==> src/lrucc_pkg.sv <==
// Package for the LRU chunk read cache: sizes, derived widths and the
// controller/datapath interface types. No dependencies.
package lrucc_pkg;

  localparam int unsigned SLOT_COUNT        = 8;
  localparam int unsigned CHUNK_BYTES       = 4096;
  localparam int unsigned MAX_REQUEST_BYTES = 65536;
  localparam int unsigned MAX_SEGS          = 17;

  localparam int unsigned SLOT_W  = $clog2(SLOT_COUNT);
  localparam int unsigned OFF_W   = $clog2(CHUNK_BYTES);
  localparam int unsigned ADDR_W  = 32;
  localparam int unsigned TAG_W   = ADDR_W - OFF_W;
  localparam int unsigned FILL_W  = OFF_W + 1;
  localparam int unsigned COUNT_W = 17;
  localparam int unsigned SEG_W   = $clog2(MAX_SEGS + 1);

  typedef enum logic {
    ST_IDLE,
    ST_RUN
  } ctrl_state_e;

  typedef struct packed {
    logic load;
    logic step;
  } dp_cmd_t;

  typedef struct packed {
    logic last;
  } dp_sts_t;

endpackage

==> src/lrucc_ctrl.sv <==
// Controller state machine of the LRU chunk read cache.
// Depends on lrucc_pkg; drives the datapath by command and reads its status.
module lrucc_ctrl import lrucc_pkg::*; (
  input  logic    clk_i,
  input  logic    rst_ni,
  input  logic    in_valid_i,
  output logic    in_stall_o,
  output logic    out_valid_o,
  input  logic    out_stall_i,
  output dp_cmd_t cmd_o,
  input  dp_sts_t sts_i
);

  ctrl_state_e state_q, state_d;
  logic        out_valid_q, out_valid_d;
  logic        out_free;

  always_ff @(posedge clk_i or negedge rst_ni) begin
    if (!rst_ni) begin
      state_q     <= ST_IDLE;
      out_valid_q <= 1'b0;
    end else begin
      state_q     <= state_d;
      out_valid_q <= out_valid_d;
    end
  end

  always_comb begin
    out_free   = !out_valid_q || !out_stall_i;
    state_d    = state_q;
    cmd_o      = '0;
    in_stall_o = 1'b1;
    unique case (state_q)
      ST_IDLE: begin
        in_stall_o = 1'b0;
        if (in_valid_i) begin
          cmd_o.load = 1'b1;
          state_d    = ST_RUN;
        end
      end
      ST_RUN: begin
        if (out_free) begin
          cmd_o.step = 1'b1;
          if (sts_i.last) begin
            state_d = ST_IDLE;
          end
        end
      end
      default: begin
        state_d = ST_IDLE;
      end
    endcase
    if (cmd_o.step) begin
      out_valid_d = 1'b1;
    end else if (!out_stall_i) begin
      out_valid_d = 1'b0;
    end else begin
      out_valid_d = out_valid_q;
    end
  end

  assign out_valid_o = out_valid_q;

endmodule

==> src/lrucc_datapath.sv <==
// Datapath of the LRU chunk read cache: request registers, slot tags and fill
// lengths, LRU order, segment arithmetic and the output register. Uses lrucc_pkg.
module lrucc_datapath import lrucc_pkg::*; (
  input  logic               clk_i,
  input  logic               rst_ni,
  input  dp_cmd_t            cmd_i,
  output dp_sts_t            sts_o,
  input  logic               cfg_we_i,
  input  logic [ADDR_W-1:0]  cfg_wdata_i,
  input  logic [ADDR_W-1:0]  request_position_i,
  input  logic [COUNT_W-1:0] request_count_i,
  output logic [SLOT_W-1:0]  slot_o,
  output logic               hit_o,
  output logic [ADDR_W-1:0]  chunk_base_o,
  output logic [OFF_W-1:0]   skip_o,
  output logic [FILL_W-1:0]  segment_length_o,
  output logic               short_read_o,
  output logic [COUNT_W-1:0] total_read_o,
  output logic               last_o
);

  logic [ADDR_W-1:0]  stream_len_q;
  logic [ADDR_W-1:0]  pos_q;
  logic [COUNT_W-1:0] count_q;
  logic [COUNT_W-1:0] total_q;
  logic [SEG_W-1:0]   nseg_q;

  logic [TAG_W-1:0]   tag_q   [SLOT_COUNT];
  logic [FILL_W-1:0]  fill_q  [SLOT_COUNT];
  logic [SLOT_COUNT-1:0] valid_q;
  logic [SLOT_W-1:0]  lru_q   [SLOT_COUNT];
  logic [SLOT_W-1:0]  lru_d   [SLOT_COUNT];

  logic [SLOT_W-1:0]  slot_q;
  logic               hit_q;
  logic [ADDR_W-1:0]  base_q;
  logic [OFF_W-1:0]   skip_q;
  logic [FILL_W-1:0]  seg_q;
  logic               short_q;
  logic [COUNT_W-1:0] total_out_q;
  logic               last_q;

  logic [OFF_W-1:0]   off;
  logic [TAG_W-1:0]   tag;
  logic [ADDR_W-1:0]  base;
  logic [SLOT_COUNT-1:0] match;
  logic               hit;
  logic [SLOT_W-1:0]  hit_pos;
  logic [SLOT_W-1:0]  sel_slot;
  logic [ADDR_W-1:0]  rem;
  logic [FILL_W-1:0]  new_fill;
  logic [FILL_W-1:0]  fill;
  logic [FILL_W-1:0]  got;
  logic [FILL_W-1:0]  room;
  logic [FILL_W-1:0]  wanted;
  logic [FILL_W-1:0]  seg;
  logic               is_short;
  logic [COUNT_W-1:0] count_nxt;
  logic               seg_last;
  logic               zero;
  logic [COUNT_W-1:0] count_sat;

  always_comb begin
    off  = pos_q[OFF_W-1:0];
    tag  = pos_q[ADDR_W-1:OFF_W];
    base = {tag, {OFF_W{1'b0}}};
    for (int p = 0; p < SLOT_COUNT; p++) begin
      match[p] = valid_q[lru_q[p]] && (tag_q[lru_q[p]] == tag);
    end
    hit     = 1'b0;
    hit_pos = SLOT_W'(SLOT_COUNT - 1);
    for (int p = 0; p < SLOT_COUNT; p++) begin
      if (match[p] && !hit) begin
        hit     = 1'b1;
        hit_pos = SLOT_W'(p);
      end
    end
    sel_slot = lru_q[hit_pos];

    rem = stream_len_q - base;
    if (base < stream_len_q) begin
      new_fill = (rem < ADDR_W'(CHUNK_BYTES)) ? rem[FILL_W-1:0] : FILL_W'(CHUNK_BYTES);
    end else begin
      new_fill = '0;
    end
    fill = hit ? fill_q[sel_slot] : new_fill;

    got    = (fill > {1'b0, off}) ? fill - {1'b0, off} : '0;
    room   = FILL_W'(CHUNK_BYTES) - {1'b0, off};
    wanted = (count_q < COUNT_W'(room)) ? count_q[FILL_W-1:0] : room;
    seg    = (wanted < got) ? wanted : got;
    is_short  = wanted > seg;
    count_nxt = count_q - COUNT_W'(seg);
    seg_last  = is_short || (count_nxt == '0) || (nseg_q == SEG_W'(MAX_SEGS - 1));
    zero      = count_q == '0;

    for (int q = 0; q < SLOT_COUNT; q++) begin
      if (q == 0) begin
        lru_d[q] = sel_slot;
      end else if (SLOT_W'(q) <= hit_pos) begin
        lru_d[q] = lru_q[q-1];
      end else begin
        lru_d[q] = lru_q[q];
      end
    end

    count_sat = (request_count_i > COUNT_W'(MAX_REQUEST_BYTES)) ?
                COUNT_W'(MAX_REQUEST_BYTES) : request_count_i;
  end

  assign sts_o.last = zero || seg_last;

  always_ff @(posedge clk_i or negedge rst_ni) begin
    if (!rst_ni) begin
      stream_len_q <= '0;
      valid_q      <= '0;
      for (int i = 0; i < SLOT_COUNT; i++) begin
        tag_q[i]  <= '0;
        fill_q[i] <= '0;
        lru_q[i]  <= SLOT_W'(i);
      end
    end else begin
      if (cfg_we_i) begin
        stream_len_q <= cfg_wdata_i;
      end
      if (cmd_i.step && !zero) begin
        valid_q[sel_slot] <= 1'b1;
        tag_q[sel_slot]   <= tag;
        fill_q[sel_slot]  <= fill;
        lru_q             <= lru_d;
      end
    end
  end

  always_ff @(posedge clk_i) begin
    if (cmd_i.load) begin
      pos_q   <= request_position_i;
      count_q <= count_sat;
      total_q <= '0;
      nseg_q  <= '0;
    end else if (cmd_i.step && !zero) begin
      pos_q   <= pos_q + ADDR_W'(seg);
      count_q <= count_nxt;
      total_q <= total_q + COUNT_W'(seg);
      nseg_q  <= nseg_q + SEG_W'(1);
    end
    if (cmd_i.step) begin
      base_q <= base;
      skip_q <= off;
      if (zero) begin
        slot_q      <= '0;
        hit_q       <= 1'b0;
        seg_q       <= '0;
        short_q     <= 1'b0;
        total_out_q <= '0;
        last_q      <= 1'b1;
      end else begin
        slot_q      <= sel_slot;
        hit_q       <= hit;
        seg_q       <= seg;
        short_q     <= is_short;
        total_out_q <= total_q + COUNT_W'(seg);
        last_q      <= seg_last;
      end
    end
  end

  assign slot_o           = slot_q;
  assign hit_o            = hit_q;
  assign chunk_base_o     = base_q;
  assign skip_o           = skip_q;
  assign segment_length_o = seg_q;
  assign short_read_o     = short_q;
  assign total_read_o     = total_out_q;
  assign last_o           = last_q;

endmodule

==> src/lru_chunk_read_cache.sv <==
// LRU chunk read cache top level: controller and datapath with assertion checks.
// Depends on lrucc_pkg, lrucc_ctrl and lrucc_datapath.
//
// A read request is taken when the block is idle and split into one segment
// per touched chunk, each looked up among eight fully associative slots with
// LRU replacement. Each segment gets its tag compare, LRU update and length
// arithmetic in one step; a request is loaded and then stepped once per
// segment, and stepping holds only while the output register is full and stalled.
// The next request is taken in the cycle after the last segment is produced,
// even while that segment still waits in the output register.
module lru_chunk_read_cache import lrucc_pkg::*; (
  input  logic               clk_i,
  input  logic               rst_ni,
  input  logic               cfg_we_i,
  input  logic [ADDR_W-1:0]  cfg_wdata_i,
  input  logic               in_valid_i,
  output logic               in_stall_o,
  input  logic [ADDR_W-1:0]  request_position_i,
  input  logic [COUNT_W-1:0] request_count_i,
  output logic               out_valid_o,
  input  logic               out_stall_i,
  output logic [SLOT_W-1:0]  slot_o,
  output logic               hit_o,
  output logic [ADDR_W-1:0]  chunk_base_o,
  output logic [OFF_W-1:0]   skip_o,
  output logic [FILL_W-1:0]  segment_length_o,
  output logic               short_read_o,
  output logic [COUNT_W-1:0] total_read_o,
  output logic               last_o
);

  dp_cmd_t cmd;
  dp_sts_t sts;

  lrucc_ctrl u_ctrl (
    .clk_i       (clk_i),
    .rst_ni      (rst_ni),
    .in_valid_i  (in_valid_i),
    .in_stall_o  (in_stall_o),
    .out_valid_o (out_valid_o),
    .out_stall_i (out_stall_i),
    .cmd_o       (cmd),
    .sts_i       (sts)
  );

  lrucc_datapath u_dp (
    .clk_i              (clk_i),
    .rst_ni             (rst_ni),
    .cmd_i              (cmd),
    .sts_o              (sts),
    .cfg_we_i           (cfg_we_i),
    .cfg_wdata_i        (cfg_wdata_i),
    .request_position_i (request_position_i),
    .request_count_i    (request_count_i),
    .slot_o             (slot_o),
    .hit_o              (hit_o),
    .chunk_base_o       (chunk_base_o),
    .skip_o             (skip_o),
    .segment_length_o   (segment_length_o),
    .short_read_o       (short_read_o),
    .total_read_o       (total_read_o),
    .last_o             (last_o)
  );

  a_busy_after_accept: assert property (@(posedge clk_i) disable iff (!rst_ni)
    (in_valid_i && !in_stall_o) |=> in_stall_o)
    else $error("Input taken again right after a transaction was accepted.");

  a_short_is_last: assert property (@(posedge clk_i) disable iff (!rst_ni)
    (out_valid_o && short_read_o) |-> last_o)
    else $error("Short segment did not end the request.");

  a_segment_in_chunk: assert property (@(posedge clk_i) disable iff (!rst_ni)
    out_valid_o |-> (({1'b0, skip_o} + segment_length_o) <= FILL_W'(CHUNK_BYTES)))
    else $error("Segment runs past the end of its chunk.");

  a_total_covers_segment: assert property (@(posedge clk_i) disable iff (!rst_ni)
    out_valid_o |-> (total_read_o >= COUNT_W'(segment_length_o)))
    else $error("Running total is below the segment length.");

endmodule

==> config.mk <==
export PLATFORM = sky130hd
export DESIGN_NAME = lru_chunk_read_cache
export DESIGN_NICKNAME = d
export VERILOG_FILES = /design/src/lrucc_pkg.sv /design/src/lrucc_ctrl.sv /design/src/lrucc_datapath.sv /design/src/lru_chunk_read_cache.sv
export SDC_FILE = /design/constraint.sdc
export NUM_CORES = 1
export LEC_CHECK = 0
export ABC_AREA = 1
export BUFFER_PORTS_ARGS = -buffer_cell sky130_fd_sc_hd__buf_4
export CORE_MARGIN = 2
export CORE_UTILIZATION = 30
export CTS_BUF_LIST = sky130_fd_sc_hd__clkbuf_8
export CTS_CLUSTER_SIZE = 14
export DETAILED_ROUTE_END_ITERATION = 7
export PLACE_DENSITY_LB_ADDON = 0.2
export SLEW_MARGIN = 20
export SYNTH_ARGS = -nofsm -noshare
export SYNTH_HDL_FRONTEND = slang
export SYNTH_SLANG_ARGS = --single-unit
==> constraint.sdc <==
create_clock -name clk_i -period 33 [get_ports clk_i]
set_input_delay 9.9 -clock clk_i [delete_from_list [all_inputs] [get_ports clk_i]]
set_output_delay 9.9 -clock clk_i [all_outputs]
set_load 0.01 [all_outputs]
==> results_dict.tcl, run 1 <==
set metrics [dict create \
    ios 168 \
    drive_gt1_share_pct 8.14 \
    fin_cells 7685 \
    start_util_pct 30.3 \
    min_period_ns 15.59 \
    cts.reportedPaths.clkPinSlew_ns 0.06 \
    max_clock_freq_mhz 64.1 \
    hold_buffers 0 \
    max_slew_margin_pct 20.3 \
    grt_max_degree 160 \
    ys_seq_elements 469 \
    area_growth_pct 10.7 \
    cp_slowest_cell "clkinv_2" \
    finalSetupTns_ns 0 \
    layout_common_cells "nand2_1 (2023), nand3_1 (714), o21ai_0 (687)" \
    synth_area_per_cell_um2 6.42 \
    setup_viol 0 \
    max-cap-violations 0 \
    synth_warnings 0 \
    routed_wl_mm 195 \
    die-area_um2 132000 \
    synth-main-ff-cell "dfrtp_1" \
    io_buffers 155 \
    end_kind "flop" \
    cts_tree "done" \
    slew_violations 0 \
    status "finished, violations left" \
    place.gp.congestion 1.08 \
    die_x_um 363 \
    netlist_area_um2 38600 \
    worst_slew_pin_slew_ns 1.20 \
    postRouteAntennaNets 0 \
    die_h_um 363 \
    rsz0062_at_grt "no" \
    synth.lib_cells_used.distinct 65 \
    cts_resized 0 \
    post_cts_buffers 0 \
    grt_pass1_vias 39137 \
    required_ns 33.55 \
    final_cell_area_um2 42800 \
    synth_edf_count 117 \
    multi_input_area_um2 23000 \
    grt-ovfl-total 0 \
    crit_arrival_ns 16.14 \
    cp_max_fo 48 \
    min_period_over_period_pct 47.2 \
    dr.pass1.iters 8 \
    rows 131 \
    async_flop_share_pct 70.4 \
    htreeDepth 3 \
    wl_per_cell_um 25.4 \
    whs_ns 0.475 \
    dp_hpwl_mm 138 \
    path_class "flop to flop" \
    cts_root_buf "clkbuf_8" \
    grt_usage_pct 28.8 \
    violations "design-rule violations" \
    cts.sinks 469 \
    clock_latency_ns 0.83 \
    cp_common_cell "nand2_1" \
    route.detailed.drc 2 \
    cp_top_family "simple AND/OR/NAND/NOR gates" \
    cp_num_buf_inv 11 \
    place_area_um2 40800 \
    slowest_delay_ns 1.05 \
    ys_seq_area_share_pct 31.7 \
    finalHoldViolCount 0 \
    cts.path.max_buffers 3 \
    final-seq-area_um2 12300 \
    dr.first_iter.drc_count 5837 \
    core_area_um2 128000 \
    grt_pass1_wl_mm 282 \
    dp_cells 7525 \
    skew_ns 0.0616 \
    viasPerCell 5.64 \
    via_count 43339 \
    synth_cells 6019 \
    antenna_found_initial 7 \
    hold_class "flop to flop" \
    cts_made_buffers 88 \
    num-nets-final 6156 \
    cp-start-kind "flop" \
    fillers 13869 \
    final_common_cell "nand2_1" \
]
synth_stat cells (all sizes together), types with 63 or more instances:
library cell	count	share of area (%)
clkinv	68	0.66
edfxtp	117	9.1
o21ai	736	9.6
inv	372	3.6
ha	112	3.6
clkbuf	211	2.1
nor2	221	2.2
nand4	63	1.1
nand3	715	9.3
a21oi	414	5.4
o211ai	102	2.0
xor2	78	1.8
buf	196	2.9
nand2	2034	20
dfrtp	318	21
per-layer routing:
metal  vias up  track usage [%]  share of wire (%)
met4         4             12.5                4.8
met3       468             5.02                8.6
met2      2373             44.4                 44
met5         -                0              0.013
met1     20513             39.5                 43
li1      19981                -                  -
sequential cells by signal, indices dropped and copies added, names as in the netlist:
signal / cells
u_ctrl.out_valid_o: 1
u_ctrl.state_q: 1
u_dp.chunk_base_o: 20
u_dp.count_q: 17
u_dp.fill_q: 104
u_dp.hit_o: 1
u_dp.last_o: 1
u_dp.lru_q: 24
u_dp.nseg_q: 5
u_dp.pos_q: 32
u_dp.segment_length_o: 13
u_dp.short_read_o: 1
u_dp.skip_o: 12
u_dp.slot_o: 3
u_dp.stream_len_q: 32
u_dp.tag_q: 160
u_dp.total_q: 17
u_dp.total_read_o: 17
u_dp.valid_q: 8
cell families after synthesis:
family	share of synthesized area [%]
flops	31.7
other cells	0.00971
compound gates	18.9
buf+inv	9.21
fa+ha+maj	3.89
mux	0.525
simple gates	33.7
xor+xnor	2.09
final cells by class:
type	instances	share of cell area, %
diodes	3	0.0175
clock buffers	104	3.35
clock inverters	53	1.26
well taps	1662	4.86
inverters	440	3.87
multi-input cells	4714	53.7
repair buffers	240	4.26
flip-flops and latches	469	28.7
worst paths after layout:
| kind | end | slack (ns) | cells after the start | startpoint |
|---|---|---|---|---|
| max | u_dp.pos_q[31] | 17.41 | 83 | u_dp.lru_q[22] |
| min | u_dp.fill_q[35] | 0.47 | 2 | u_dp.fill_q[35] |
| max reg2reg | u_dp.pos_q[31] | 17.41 | 83 | u_dp.lru_q[22] |
| min reg2reg | u_dp.fill_q[35] | 0.47 | 2 | u_dp.fill_q[35] |
| max in group asynchronous | u_dp.tag_q[148] | 22.09 | 3 | rst_ni |
| min in group asynchronous | u_dp.tag_q[74] | 9.12 | 1 | rst_ni |
tightest hold or removal path, stage by stage (launching register included):
cell and delay, ns:
dfrtp_1 0.34, nand2_1 0.05, nand2_1 0.05
metrics by stage:
stage / util, % / setup WS [ns]
floorplan: - / 20.29
detailed placement: 32.0 / 18.33
global route: 33.5 / 15.88
CTS: 33.5 / 18.29
finish: 33.5 / 17.41
global placement: 31.9 / 18.51
Power of run 1 is not shown: default switching activity piles up to over one toggle a cycle in this logic, so the estimate is an artifact.
==> inputs of run 2 (changes only) <==
==> constraint.sdc (replaced) <==
create_clock -name clk_i -period 13.8 [get_ports clk_i]
set_input_delay 4.14 -clock clk_i [delete_from_list [all_inputs] [get_ports clk_i]]
set_output_delay 4.14 -clock clk_i [all_outputs]
set_load 0.01 [all_outputs]
==> run 2 against run 1 <==
The flow now finishes without violations. Routed wire length grew 2.0%. Worst setup slack lost 17 ns. Worst hold slack is essentially flat. Final area grew 2.5%. Register-to-register slack lost 17 ns. Clock skew shrank 0.015 ns. Critical path depth shrank 5. Sequential share of layout area shrank 0.71 points. Via count grew 1.5%. Die area is the same. Flip-flop and latch count is the same.
==> results_dict.tcl, run 2 (synthesis gave the netlist of run 1 again) <==
set metrics [dict create \
    cts_tree "done" \
    viasPerCell 5.64 \
    grt_max_degree 164 \
    cts.reportedPaths.clkPinSlew_ns 0.06 \
    largest_reg_flops 160 \
    start_util_pct 30.3 \
    top_usage_layer "met2" \
    largest-register "u_dp.tag_q" \
    rows 131 \
    place.gp.congestion 1.13 \
    slew_violations 0 \
    dp_hpwl_mm 144 \
    max_clock_freq_mhz 77.6 \
    cp_slowest_cell "dfstp_4" \
    min_period_ns 12.89 \
    fillers 13928 \
    htreeDepth 3 \
    pre_cts_ws_ns 0.383 \
    crit_arrival_ns 13.46 \
    status "complete, no violations" \
    final_common_cell "nand2_1" \
    wl_per_cell_um 25.5 \
    postRouteAntennaNets 0 \
    use_met3_pct 4.71 \
    die_x_um 363 \
    ios 168 \
    die_h_um 363 \
    grt_use_met2_pct 44.9 \
    cp_num_buf_inv 14 \
    multi_input_area_um2 23100 \
    die-area_um2 132000 \
    worstHoldStart "u_dp.fill_q[17]" \
    route.detailed.drc 0 \
    path_class "flop to flop" \
    cp_common_cell "nand2_1" \
    cp-start-kind "flop" \
    core_area_um2 128000 \
    cts_made_buffers 89 \
    top_regs "u_dp.tag_q: 160 flops, u_dp.fill_q: 104 flops" \
    worst_slew_pin_slew_ns 1.19 \
    grt-ovfl-total 0 \
    required_ns 14.37 \
    cts.sinks 469 \
    area_growth_pct 13.6 \
    routed_wl_mm 199 \
    fin_cells 7804 \
    crit_path_start "u_dp.lru_q[12]" \
    cts.path.max_buffers 3 \
    fin_ws_ns 0.905 \
    max-cap-violations 0 \
    grt_usage_pct 29.1 \
    final-seq-area_um2 12300 \
    use_met1_pct 39.6 \
    dp_cells 7613 \
    cp_top_family "simple AND/OR/NAND/NOR gates" \
    drive_gt1_share_pct 9.86 \
    cp_max_fo 84 \
    max_slew_margin_pct 19.6 \
    whs_ns 0.475 \
    finalHoldViolCount 0 \
    grt_pass1_wl_mm 285 \
    layout_common_cells "nand2_1 (2021), nand3_1 (715), o21ai_0 (684)" \
    dr.first_iter.drc_count 5504 \
    min_period_over_period_pct 93.4 \
    clock_latency_ns 0.83 \
    end_kind "flop" \
    setup_viol 0 \
    antenna_found_initial 4 \
    hold_class "flop to flop" \
    io_buffers 155 \
    cts_root_buf "clkbuf_8" \
    skew_ns 0.0463 \
    hold_buffers 0 \
    dr.pass1.iters 8 \
    grt_pass1_vias 40088 \
    via_count 43992 \
    num-nets-final 6271 \
    r2r_start "u_dp.lru_q[12]" \
    slowest_delay_ns 0.63 \
]
[run 2: cell types whose count changed in the layout (fill, tap and decap cells not counted), sizes merged]
cell,change
clkinvlp,+3
clkbuf,-6
bufinv,-7
buf,+111
clkinv,+6
nand3,+1
inv,+10
diode,+1
[run 2: through the flow]
stage	utilization, %	setup TNS (ns)	cell area (um2)
floorplan	-	0	38700
global placement	32.6	0	41700
detailed placement	32.6	0	41700
CTS	34.0	0	43400
global route	34.4	-0.0321	43900
finish	34.4	0	43900
[run 2: final cells by class]
class / count / share of cell area (%)
multi-input combinational: 4715 / 52.6
sequential: 469 / 27.9
timing repair buffer: 353 / 6.92
tap: 1662 / 4.74
inverter: 440 / 3.81
clock buffer: 96 / 3.01
clock inverter: 65 / 0.921
antenna: 4 / 0.0228
[run 2: worst paths after layout]
| path | endpoint | slack [ns] | cells past startpoint |
|---|---|---|---|
| min in group asynchronous | u_dp.tag_q[151] | 3.34 | 1 |
| max | u_dp.pos_q[31] | 0.91 | 78 |
| max in group asynchronous | u_ctrl.out_valid_o | 8.63 | 3 |
| min | u_dp.fill_q[17] | 0.47 | 2 |
| max reg2reg | u_dp.pos_q[31] | 0.91 | 78 |
| min reg2reg | u_dp.fill_q[17] | 0.47 | 2 |
[run 2: tightest hold or removal path: cells and delay by family (launching register included)]
kind / cells / cell delay, ns
flops: 1 / 0.34
simple gates: 2 / 0.10
[run 2: metal layers]
layer	vias to the layer above	share of wire [%]	routed length, um
met2	2361	44	87000
met1	20902	42	84300
met5	-	0.0050	10
met3	514	8.4	16800
met4	2	5.6	11100
li1	20213	-	-
[run 2: timing repair]
item / CTS / global route
resized for setup: 0 / 38
buffers inserted: 0 / 23
endpoints found under the setup margin: 0 / 14
Power of run 2 is left out for the same reason.
